$ cat src/rtl/rrca_pkg.sv
// Package for the reorder receiver with cumulative acknowledgement.
// Holds field widths, result kind codes, controller states and the command/status structs.
// No dependencies.
`default_nettype none

package rrca_pkg;

    localparam int SEQ_W            = 31;
    localparam int SIZE_W           = 11;
    localparam int KIND_W           = 3;
    localparam int SLOT_W           = 4;
    localparam int DEF_WINDOW_SLOTS = 10;

    localparam logic [SIZE_W-1:0] MAX_PAYLOAD = 11'd1456;

    typedef enum logic [KIND_W-1:0] {
        KIND_DELIVER = 3'd0,
        KIND_ACK     = 3'd1,
        KIND_END     = 3'd2,
        KIND_DROP    = 3'd3,
        KIND_REJECT  = 3'd4
    } t_kind;

    typedef enum logic [2:0] {
        ST_IDLE,
        ST_EVAL,
        ST_ACK_MID,
        ST_DRAIN,
        ST_ACK_END
    } t_state;

    typedef enum logic [3:0] {
        OP_NONE,
        OP_LOAD,
        OP_REJECT,
        OP_END,
        OP_DELIVER,
        OP_ACK,
        OP_STORE,
        OP_DROP,
        OP_POP
    } t_op;

    typedef struct packed {
        t_op  op;
        logic last;
    } t_cmd;

    typedef struct packed {
        logic reject;
        logic in_order;
        logic size_zero;
        logic later;
        logic dup;
        logic full;
        logic any_valid;
        logic hit;
    } t_status;

endpackage

`default_nettype wire

$ cat src/rtl/reorder_receiver_cumulative_ack.sv
// On start the header is loaded and the evaluate state entered; the first result of the segment
// is registered from that state. A dropped segment or a nonempty in-order one gives further results,
// and stored segments that then continue the stream are drained, one per cycle. The drain loop
// over the slot table sets the longest case. A new segment is taken only while busy is low.
// Results go out as one-cycle strobes; the receiver cannot stall them.
// Synchronous active-low reset clears the expected byte, the end flag and all slot valid bits.
`default_nettype none

module reorder_receiver_cumulative_ack #(
    parameter int WINDOW_SLOTS = rrca_pkg::DEF_WINDOW_SLOTS
) (
    input  wire                          i_clk,
    input  wire                          i_rst_n,
    input  wire                          start,
    output logic                         busy,
    input  wire  [rrca_pkg::SEQ_W-1:0]   i_seg_seqno,
    input  wire  [rrca_pkg::SIZE_W-1:0]  i_seg_size,
    output logic                         o_strobe,
    output logic [rrca_pkg::KIND_W-1:0]  o_kind,
    output logic [rrca_pkg::SEQ_W-1:0]   o_out_seqno,
    output logic [rrca_pkg::SIZE_W-1:0]  o_out_size,
    output logic                         o_from_store,
    output logic [rrca_pkg::SLOT_W-1:0]  o_slot_index,
    output logic [rrca_pkg::SEQ_W-1:0]   o_ack_number,
    output logic                         o_last
);
    import rrca_pkg::*;

    t_cmd    cmd;
    t_status status;

    rrca_ctrl u_ctrl (
        .i_clk    (i_clk),
        .i_rst_n  (i_rst_n),
        .start    (start),
        .i_status (status),
        .o_cmd    (cmd),
        .busy     (busy)
    );

    rrca_datapath #(
        .WINDOW_SLOTS (WINDOW_SLOTS)
    ) u_datapath (
        .i_clk        (i_clk),
        .i_rst_n      (i_rst_n),
        .i_seg_seqno  (i_seg_seqno),
        .i_seg_size   (i_seg_size),
        .i_cmd        (cmd),
        .o_status     (status),
        .o_strobe     (o_strobe),
        .o_kind       (o_kind),
        .o_out_seqno  (o_out_seqno),
        .o_out_size   (o_out_size),
        .o_from_store (o_from_store),
        .o_slot_index (o_slot_index),
        .o_ack_number (o_ack_number),
        .o_last       (o_last)
    );

endmodule

`default_nettype wire

$ cat src/rtl/rrca_ctrl.sv
// Controller state machine for the reorder receiver.
// Sequences one segment header into result commands for rrca_datapath; uses rrca_pkg.
`default_nettype none

module rrca_ctrl (
    input  wire              i_clk,
    input  wire              i_rst_n,
    input  wire              start,
    input  rrca_pkg::t_status i_status,
    output rrca_pkg::t_cmd   o_cmd,
    output logic             busy
);
    import rrca_pkg::*;

    t_state r_state;
    t_state n_state;

    always_ff @(posedge i_clk) begin
        if (!i_rst_n) begin
            r_state <= ST_IDLE;
        end else begin
            r_state <= n_state;
        end
    end

    always_comb begin
        n_state = r_state;
        unique case (r_state)
            ST_IDLE: begin
                if (start) begin
                    n_state = ST_EVAL;
                end
            end
            ST_EVAL: begin
                if (i_status.reject) begin
                    n_state = ST_IDLE;
                end else if (i_status.in_order) begin
                    n_state = i_status.size_zero ? ST_IDLE : ST_ACK_MID;
                end else if (i_status.later && !i_status.dup && i_status.full) begin
                    n_state = ST_ACK_END;
                end else begin
                    n_state = ST_IDLE;
                end
            end
            ST_ACK_MID: begin
                n_state = i_status.any_valid ? ST_DRAIN : ST_IDLE;
            end
            ST_DRAIN: begin
                n_state = i_status.hit ? ST_DRAIN : ST_IDLE;
            end
            ST_ACK_END: begin
                n_state = ST_IDLE;
            end
            default: begin
                n_state = ST_IDLE;
            end
        endcase
    end

    always_comb begin
        o_cmd.op   = OP_NONE;
        o_cmd.last = 1'b0;
        unique case (r_state)
            ST_IDLE: begin
                o_cmd.op = start ? OP_LOAD : OP_NONE;
            end
            ST_EVAL: begin
                if (i_status.reject) begin
                    o_cmd.op   = OP_REJECT;
                    o_cmd.last = 1'b1;
                end else if (i_status.in_order) begin
                    if (i_status.size_zero) begin
                        o_cmd.op   = OP_END;
                        o_cmd.last = 1'b1;
                    end else begin
                        o_cmd.op = OP_DELIVER;
                    end
                end else if (i_status.later) begin
                    if (i_status.dup) begin
                        o_cmd.op   = OP_ACK;
                        o_cmd.last = 1'b1;
                    end else if (i_status.full) begin
                        o_cmd.op = OP_DROP;
                    end else begin
                        o_cmd.op   = OP_STORE;
                        o_cmd.last = 1'b1;
                    end
                end else begin
                    o_cmd.op   = OP_ACK;
                    o_cmd.last = 1'b1;
                end
            end
            ST_ACK_MID: begin
                o_cmd.op   = OP_ACK;
                o_cmd.last = !i_status.any_valid;
            end
            ST_DRAIN: begin
                if (i_status.hit) begin
                    o_cmd.op = OP_POP;
                end else begin
                    o_cmd.op   = OP_ACK;
                    o_cmd.last = 1'b1;
                end
            end
            ST_ACK_END: begin
                o_cmd.op   = OP_ACK;
                o_cmd.last = 1'b1;
            end
            default: begin
                o_cmd.op = OP_NONE;
            end
        endcase
    end

    assign busy = (r_state != ST_IDLE);

endmodule

`default_nettype wire

$ cat src/rtl/rrca_datapath.sv
// Datapath of the reorder receiver: expected byte, end flag, slot table and result register.
// Executes commands from rrca_ctrl and reports status back; uses rrca_pkg.
`default_nettype none

module rrca_datapath #(
    parameter int WINDOW_SLOTS = rrca_pkg::DEF_WINDOW_SLOTS
) (
    input  wire                          i_clk,
    input  wire                          i_rst_n,
    input  wire  [rrca_pkg::SEQ_W-1:0]   i_seg_seqno,
    input  wire  [rrca_pkg::SIZE_W-1:0]  i_seg_size,
    input  rrca_pkg::t_cmd               i_cmd,
    output rrca_pkg::t_status            o_status,
    output logic                         o_strobe,
    output logic [rrca_pkg::KIND_W-1:0]  o_kind,
    output logic [rrca_pkg::SEQ_W-1:0]   o_out_seqno,
    output logic [rrca_pkg::SIZE_W-1:0]  o_out_size,
    output logic                         o_from_store,
    output logic [rrca_pkg::SLOT_W-1:0]  o_slot_index,
    output logic [rrca_pkg::SEQ_W-1:0]   o_ack_number,
    output logic                         o_last
);
    import rrca_pkg::*;

    localparam int IW = (WINDOW_SLOTS > 1) ? $clog2(WINDOW_SLOTS) : 1;

    logic [SEQ_W-1:0]        r_expected;
    logic                    r_ended;
    logic [WINDOW_SLOTS-1:0] r_slot_valid;
    logic [SEQ_W-1:0]        r_slot_seq  [WINDOW_SLOTS];
    logic [SIZE_W-1:0]       r_slot_size [WINDOW_SLOTS];
    logic [SEQ_W-1:0]        r_seq;
    logic [SIZE_W-1:0]       r_size;

    logic                    r_strobe;
    t_kind                   r_kind;
    logic [SEQ_W-1:0]        r_out_seqno;
    logic [SIZE_W-1:0]       r_out_size;
    logic                    r_from_store;
    logic [SLOT_W-1:0]       r_slot_index;
    logic [SEQ_W-1:0]        r_ack_number;
    logic                    r_last;

    t_kind                   n_kind;
    logic [SEQ_W-1:0]        n_out_seqno;
    logic [SIZE_W-1:0]       n_out_size;
    logic                    n_from_store;
    logic [SLOT_W-1:0]       n_slot_index;
    logic [SEQ_W-1:0]        n_ack_number;
    logic [SEQ_W-1:0]        n_expected;

    logic                    hit;
    logic [IW-1:0]           hit_idx;
    logic                    free_found;
    logic [IW-1:0]           free_idx;
    logic                    dup;
    logic [SIZE_W-1:0]       hit_size;

    always_comb begin
        hit        = 1'b0;
        hit_idx    = '0;
        free_found = 1'b0;
        free_idx   = '0;
        dup        = 1'b0;
        for (int i = WINDOW_SLOTS - 1; i >= 0; i--) begin
            if (r_slot_valid[i] && (r_slot_seq[i] == r_expected)) begin
                hit     = 1'b1;
                hit_idx = IW'(i);
            end
            if (!r_slot_valid[i]) begin
                free_found = 1'b1;
                free_idx   = IW'(i);
            end
            if (r_slot_valid[i] && (r_slot_seq[i] == r_seq)) begin
                dup = 1'b1;
            end
        end
    end

    assign hit_size = r_slot_size[hit_idx];

    always_comb begin
        o_status.reject    = r_ended || (r_size > MAX_PAYLOAD);
        o_status.in_order  = (r_seq == r_expected);
        o_status.size_zero = (r_size == '0);
        o_status.later     = (r_seq > r_expected);
        o_status.dup       = dup;
        o_status.full      = !free_found;
        o_status.any_valid = |r_slot_valid;
        o_status.hit       = hit;
    end

    always_comb begin
        n_kind       = KIND_ACK;
        n_out_seqno  = '0;
        n_out_size   = '0;
        n_from_store = 1'b0;
        n_slot_index = '0;
        n_ack_number = '0;
        n_expected   = r_expected;
        case (i_cmd.op)
            OP_REJECT: begin
                n_kind = KIND_REJECT;
            end
            OP_END: begin
                n_kind = KIND_END;
            end
            OP_DELIVER: begin
                n_kind      = KIND_DELIVER;
                n_out_seqno = r_seq;
                n_out_size  = r_size;
                n_expected  = r_expected + SEQ_W'(r_size);
            end
            OP_ACK: begin
                n_kind       = KIND_ACK;
                n_ack_number = r_expected;
            end
            OP_STORE: begin
                n_kind       = KIND_ACK;
                n_out_seqno  = r_seq;
                n_slot_index = SLOT_W'(free_idx);
                n_ack_number = r_expected;
            end
            OP_DROP: begin
                n_kind      = KIND_DROP;
                n_out_seqno = r_seq;
            end
            OP_POP: begin
                n_kind       = KIND_DELIVER;
                n_out_seqno  = r_expected;
                n_out_size   = hit_size;
                n_from_store = 1'b1;
                n_slot_index = SLOT_W'(hit_idx);
                n_expected   = r_expected + SEQ_W'(hit_size);
            end
            default: begin
                n_kind = KIND_ACK;
            end
        endcase
    end

    always_ff @(posedge i_clk) begin
        if (!i_rst_n) begin
            r_expected   <= '0;
            r_ended      <= 1'b0;
            r_slot_valid <= '0;
            r_strobe     <= 1'b0;
        end else begin
            r_expected <= n_expected;
            r_strobe   <= (i_cmd.op != OP_NONE) && (i_cmd.op != OP_LOAD);
            if (i_cmd.op == OP_END) begin
                r_ended <= 1'b1;
            end
            if (i_cmd.op == OP_STORE) begin
                r_slot_valid[free_idx] <= 1'b1;
            end
            if (i_cmd.op == OP_POP) begin
                r_slot_valid[hit_idx] <= 1'b0;
            end
        end
    end

    always_ff @(posedge i_clk) begin
        if (i_cmd.op == OP_LOAD) begin
            r_seq  <= i_seg_seqno;
            r_size <= i_seg_size;
        end
        if (i_cmd.op == OP_STORE) begin
            r_slot_seq[free_idx]  <= r_seq;
            r_slot_size[free_idx] <= r_size;
        end
        r_kind       <= n_kind;
        r_out_seqno  <= n_out_seqno;
        r_out_size   <= n_out_size;
        r_from_store <= n_from_store;
        r_slot_index <= n_slot_index;
        r_ack_number <= n_ack_number;
        r_last       <= i_cmd.last;
    end

    assign o_strobe     = r_strobe;
    assign o_kind       = r_kind;
    assign o_out_seqno  = r_out_seqno;
    assign o_out_size   = r_out_size;
    assign o_from_store = r_from_store;
    assign o_slot_index = r_slot_index;
    assign o_ack_number = r_ack_number;
    assign o_last       = r_last;

endmodule

`default_nettype wire

$ cat config.mk
export PLATFORM = sky130hd
export DESIGN_NAME = reorder_receiver_cumulative_ack
export DESIGN_NICKNAME = d
export VERILOG_FILES = /design/src/rtl/rrca_pkg.sv /design/src/rtl/reorder_receiver_cumulative_ack.sv /design/src/rtl/rrca_ctrl.sv /design/src/rtl/rrca_datapath.sv
export SDC_FILE = /design/constraint.sdc
export NUM_CORES = 1
export LEC_CHECK = 0
export BUFFER_PORTS_ARGS = -buffer_cell sky130_fd_sc_hd__buf_2
export CAP_MARGIN = 40
export CELL_PAD_IN_SITES_DETAIL_PLACEMENT = 1
export CELL_PAD_IN_SITES_GLOBAL_PLACEMENT = 2
export CORE_UTILIZATION = 25
export CTS_BUF_LIST = sky130_fd_sc_hd__clkbuf_8
export CTS_CLUSTER_DIAMETER = 100
export DETAILED_ROUTE_END_ITERATION = 16
export PLACE_DENSITY_LB_ADDON = 0.2
export SYNTH_ARGS = -nofsm -noshare
export SYNTH_HDL_FRONTEND = slang
export SYNTH_SLANG_ARGS = --single-unit
$ cat constraint.sdc
create_clock -name i_clk -period 6.5 [get_ports i_clk]
set_input_delay 1.95 -clock i_clk [delete_from_list [all_inputs] [get_ports i_clk]]
set_output_delay 1.95 -clock i_clk [all_outputs]
set_load 0.1 [all_outputs]
======== Yosys cells after proc, flatten, opt, wreduce, memory -nomap -nowiden ========
Memory sizes are Yosys's and may differ from the RTL's.
Index checks and enable logic that the tools add are counted.
storage, ports and cells
  bits in registers ....................... 170
  memory bits (writable) .................. 420
  input bits .............................. 45
  output and inout bits ................... 84
  logic and storage cells ................. 187
  memories kept ........................... 2
memory list
  name                    depth  bits a word  rd ports  clocked after memory_dff  write ports  RTL line             text
  u_datapath.r_slot_seq   10     31           10        0                         1            rrca_datapath.sv:30  logic [SEQ_W-1:0] r_slot_seq [WINDOW_SLOTS];
  u_datapath.r_slot_size  10     11           1         0                         1            rrca_datapath.sv:31  logic [SIZE_W-1:0] r_slot_size [WINDOW_SLOTS];
operators by class
  add/sub/neg operators ................... 2
  magnitude comparators ................... 6
  equal/unequal tests ..................... 35
  mux-type cells .......................... 86
  bitwise operators ....................... 3
  reduce and logical (&&, ||, !) cells .... 39
operators with widths
  kind                                                                number
  == test 31 bit                                                      21
  one-hot mux 31 bit (2 select lines)                                 2
  two-way mux 4 bit                                                   21
  adder 31 x 11 -> 31 bit                                             2
  two-way mux 1 bit                                                   40
  > comparator 31 bit                                                 1
  two-way mux 10 bit                                                  3
  logical AND 1 bit                                                   25
  one-hot mux 3 bit (4 select lines)                                  2
  one-hot mux 11 bit (2 select lines)                                 1
  two-way mux 5 bit                                                   4
  == test 4 x 3 -> 1 bit (second input constant)                      4
  one-hot mux 4 bit (4 select lines)                                  1
  two-way mux 3 bit                                                   5
  > comparator 11 bit (second input constant)                         1
  zero test 11 bit                                                    1
  AND 10 bit                                                          1
  < comparator 4 x 5 -> 1 bit (second input constant)                 2
  inverter 10 bit                                                     1
  bitwise OR 10 bit                                                   1
  OR reduction 10 bit                                                 1
  demux 1 bit (select 4 bit)                                          2
  == test 4 x 2 -> 1 bit (second input constant)                      2
  greater-or-equal comparator 4 x 1 -> 1 bit (second input constant)  2
  18 further kinds                                                    25

======== Depth between registers and ports, before layout ========
An unclocked memory read counts as a cell.
  word-level depth ........................ 23
  mapped depth ............................ 29

======== Hierarchy ========
A second synthesis with hierarchy kept.
unflattened totals
  cells, all modules ...................... 2407
  area total of the unflattened synthesis .. 29072.9 µm²
modules (own cells, without submodules)
  module         instances  cells each  area an instance (µm²)  seq. area each (µm²)
  rrca_datapath  1          2368        28755.1                 16375.7
  rrca_ctrl      1          39          317.8                   60.1

======== Least setup slack after synthesis ========
No wires, ideal clock.
  path type ............................... reg2reg
  start point ............................. reg u_datapath.r_expected[21]
  end point ............................... mem u_datapath.r_slot_seq[7][0], enable pin
  setup time .............................. 503 ps
  arrival time ............................ 6139 ps
  required time ........................... 5997 ps
  setup slack ............................. -141 ps
  stages on the path, launching flop included .. 16
  clock period less this slack ............ 6641 ps
  cells stage by stage .................... dfxtp_1 -> buf_4 -> buf_2 -> inv_1 -> ha_1 -> and3_1 -> nand3_1 -> nor3_1 -> o41ai_1 -> and4b_1 -> or3_1 -> clkbuf_1 -> nand2_1 -> nand2_1 -> nor4b_1 -> nor3b_1
between the ends
  longest elaborated chain between the ends .. 17
ends and longest elaborated chain
  item                                       RTL line              text
  start: declaration                         rrca_datapath.sv:27   logic [SEQ_W-1:0] r_expected;
  start signal: assignment                   rrca_datapath.sv:149  r_expected <= n_expected;
  == test 31 bit                             rrca_datapath.sv:66   if (r_slot_valid[i] && (r_slot_seq[i] == r_expected)) begin
  logical AND 1 bit                          rrca_datapath.sv:66
  two-way mux 1 bit (10 in series)           rrca_datapath.sv:66
  two-way mux 4 bit                          rrca_ctrl.sv:98       if (i_status.hit) begin
  one-hot mux 4 bit (4 select lines) *       rrca_ctrl.sv:63       unique case (r_state)
  == test 4 x 3 -> 1 bit *                   rrca_datapath.sv:168  if (i_cmd.op == OP_STORE) begin
  two-way mux 1 bit *                        rrca_datapath.sv:168
  two-way mux 1 bit (implied by the code) *  rrca_datapath.sv:169  r_slot_seq[free_idx] <= r_seq;
  end: declaration                           rrca_datapath.sv:30
Mark *: on every way between the ends. The rest lies on a longest branch, timed or not.

======== Final worst setup path ========
  start point ............................. reg u_datapath.r_expected[0]
  end point ............................... reg u_datapath.r_expected[20]
between the ends
  longest elaborated chain between the ends .. 16
ends and longest elaborated chain
  item
  branches (longest 16 deep; another with == test 31 bit)
Parallel ways; which one is timed is not known.
A chain may end at the register's enable or synchronous reset.

==> results.yml <==
synthesis:
  muxShareOfSynthArea: 0.0229
  ys.flop_type: "edfxtp_1"
  synth_cells: 2367
  synth_compound_area_frac: 0.0697
  synth_area_leader_cell: "edfxtp_1"
  synth.area.top_cells: "edfxtp_1 47%, xnor2_1 15%, dfxtp_1 8.6%"
  synth_top_area_frac: 0.466
  synth-seq-cells: 590
  async_reset_ff_frac: 0
  synth_xor_area_frac: 0.181
  yosysWarningCount: 0
  syn_area_um2: 29700
  yosys.area_share.simple: 0.120
  synth.net_count: 2455
  synth_edf_count: 462
  yosys.area_share.adder: 0.0183
  synth_top_family_by_area: "XOR/XNOR gates"
  syn_avg_cell_area_um2: 12.6
  synth_cell_types: 81
  synth-seq-area-share: 0.553
layout:
  fill_cells: 12800
  register_area_um2: 16400
  drive_gt1_frac: 0.213
  multi_input_area_um2: 12400
  area_growth_pct: 21.6
  final_cell_count_no_fill: 4342
  nNetsFinal: 2791
global_routing:
  grt_pass1_wl_um: 188000
  grt_use_total: 0.223
  grt_pass1_vias: 23000
  antenna_found_initial: 9
  overflow: 0
  grt_max_degree: 43
flow_run:
  max_cap_viol_count: 0
hold_path:
  hold_path_class: "reg -> reg"
setup_path:
  crit_type: "reg -> reg"
  critPathMaxFanout: 14
  arrival_ns: 6.89
  critPathMaxStageDelay_ns: 0.46
  end_kind: "register"
  crit_required_ns: 7.21
  cpMaxStageDelayCell: "nor4_1"
  startpoint_type: "register"
place:
  gp_congestion: 0.924
  port_buffers: 128
  place_ws_ns: 0.0542
  dp.cells: 4122
  dp_hpwl_um: 98500
floorplan:
  fp.coreArea_um2: 118000
  die_height_um: 347
  io_pins: 129
  dieArea_um2: 120000
  start_util: 0.252
  die_w_um: 347
  row_count: 126
timing:
  whs_ns: 0.506
  rsz0062_at_grt: "no"
  slew_viol_final: 0
  min_period_ns: 6.18
  timing.final.crit_share: 0.951
  timing.slew.headroom: 0.284
  layout_setup_ws_ns: 0.318
  max_freq_mhz: 162
  setup_viol: 0
  tightest_slew_ns: 1.06
  hold_violations: 0
  clock_skew_ns: 0.0632
detailed_routing:
  wl_um: 136000
  drc: 0
  first_iter_violations: 1810
  vias: 21900
  drt-pass1-iter-count: 5
  vias_per_cell: 5.05
  drt.antenna.violating_nets: 0
  wl_per_cell_um: 31.3
cts:
  cts-root-buf: "clkbuf_8"
  clk_path_buf_depth: 3
  clkTransAtPathRegs_ns: 0.06
  h-tree-depth: 3
  cts.sinks: 590
  cts_buffers: 113
  cts_tree: "yes"
  clock_latency_ns: 0.83
run_status:
  status: "complete, no violations"
power_and_ir_drop:
  peakVddDrop_uv: 170
  power_leakage_nw: 12.4
  pwr_density_cell_nw_per_um2: 241
[logic make-up (layout without fill, tap and decap cells)]
kind of cell | after synthesis | in the layout
xor+xnor | 613 | 613
flops | 590 | 590
fa+ha+maj | 43 | 43
buf+inv | 192 | 622
simple gates | 589 | 589
compound gates | 272 | 272
mux | 68 | 68
other cells | 0 | 9
[critical path, delay by kind of cell (launching register included)]
family          cells  cell delay, ns
xor+xnor            2            0.56
mux                 1            0.27
flops               1            0.35
fa+ha+maj           2            0.65
buf+inv             3            0.58
compound gates      9            1.87
simple gates        9            1.72
[registers in the layout (all words and copies together), names as in the netlist, 4 cells and up]
register                 count
u_datapath.o_ack_number     31
u_datapath.o_out_seqno      31
u_datapath.o_out_size       11
u_datapath.o_slot_index      4
u_datapath.r_expected       31
u_datapath.r_seq            31
u_datapath.r_size           11
u_datapath.r_slot_seq      310
u_datapath.r_slot_size     110
u_datapath.r_slot_valid     10
[cells in the mapped netlist (4+ instances only)]
cell type,n
xnor2_1,504
edfxtp_1,462
nand4_1,189
dfxtp_1,128
xor2_1,109
nor4_1,76
mux2i_1,68
nor2_1,65
nand2_1,63
inv_1,53
nand2b_1,52
buf_2,48
buf_4,45
ha_1,42
a31oi_1,36
a21oi_1,33
a22o_1,33
a21o_1,32
o21ai_0,30
nand3_1,28
clkbuf_1,23
nor3_1,20
nor2b_1,15
buf_6,14
o211ai_1,14
and3_1,12
a221oi_2,11
o2111ai_1,11
nor4b_1,10
or3_1,10
o21a_1,8
o21bai_1,7
a22oi_1,6
buf_1,6
o221a_2,6
o22ai_1,6
nor3_2,5
nor4_2,5
o221ai_1,5
a2111oi_0,4
a211oi_1,4
and2_1,4
nand4b_1,4
nor4_4,4
o2bb2ai_1,4
[worst paths after layout]
check	to	cells after the start	from	slack [ns]
worst max-delay path	u_datapath.r_expected[20]$_SDFFE_PN0N_	26	u_datapath.r_expected[0]$_SDFFE_PN0N_	0.32
worst min-delay path	u_datapath.r_ended$_SDFFE_PN0P_	1	u_datapath.r_ended$_SDFFE_PN0P_	0.51
worst max register to register	u_datapath.r_expected[20]$_SDFFE_PN0N_	26	u_datapath.r_expected[0]$_SDFFE_PN0N_	0.32
worst min register to register	u_datapath.r_ended$_SDFFE_PN0P_	1	u_datapath.r_ended$_SDFFE_PN0P_	0.51
[layer usage]
metal  track usage  wire (um)
met5             0         12
met4        0.0910       6010
met3        0.0333       6890
met2         0.362      62700
met1         0.297      60400
[layout make-up]
class,count,share of cell area
Sequential cell,590,0.454
Timing Repair Buffer,358,0.0791
Inverter,55,0.00571
Clock inverter,88,0.0191
Clock buffer,121,0.0460
Tap cell,1536,0.0531
Multi-Input combinational cell,1585,0.342
Antenna cell,9,0.000623
[power breakdown]
group | internal, W | switching (W)
clock | 0.00210 | 0.00183
combinational | 0.000185 | 0.000412
sequential | 0.00412 | 0.0000801
[cell usage in the layout (no fill, tap or decap), drive strengths merged, types with 33 or more instances in the layout]
cell    synthesis  final
nand2          63     63
a31oi          36     36
nor4           85     85
xnor2         504    504
nand4         192    192
ha             42     42
xor2          109    109
a22o           33     33
dfxtp         128    128
a21oi          34     34
mux2i          68     68
buf           114    356
inv            55     93
edfxtp        462    462
clkbuf         23    121
clkinv          0     40
nor2           68     68
nand2b         52     52
[through the flow]
| stage | total power [W] | instance area [um2] | util | setup TNS (ns) |
|---|---|---|---|---|
| final | 0.00874 | 36200 | 0.307 | 0 |
| after global placement | 0.00487 | 33600 | 0.285 | -0.240 |
| after floorplan | 0.00458 | 29700 | - | 0 |
| after detailed placement | 0.00488 | 33700 | 0.286 | 0 |
| after global routing | 0.00902 | 36200 | 0.307 | 0 |
| after CTS | 0.00885 | 36100 | 0.306 | 0 |
[repair_timing]
item / in CTS / in global routing
resized for setup: 1 / 10
gates cloned: 0 / 0
buffers inserted: 0 / 2
hold buffers: 0 / 0
setup endpoints to repair: 3 / 20
Note: power is estimated with default switching activity, not from simulation.
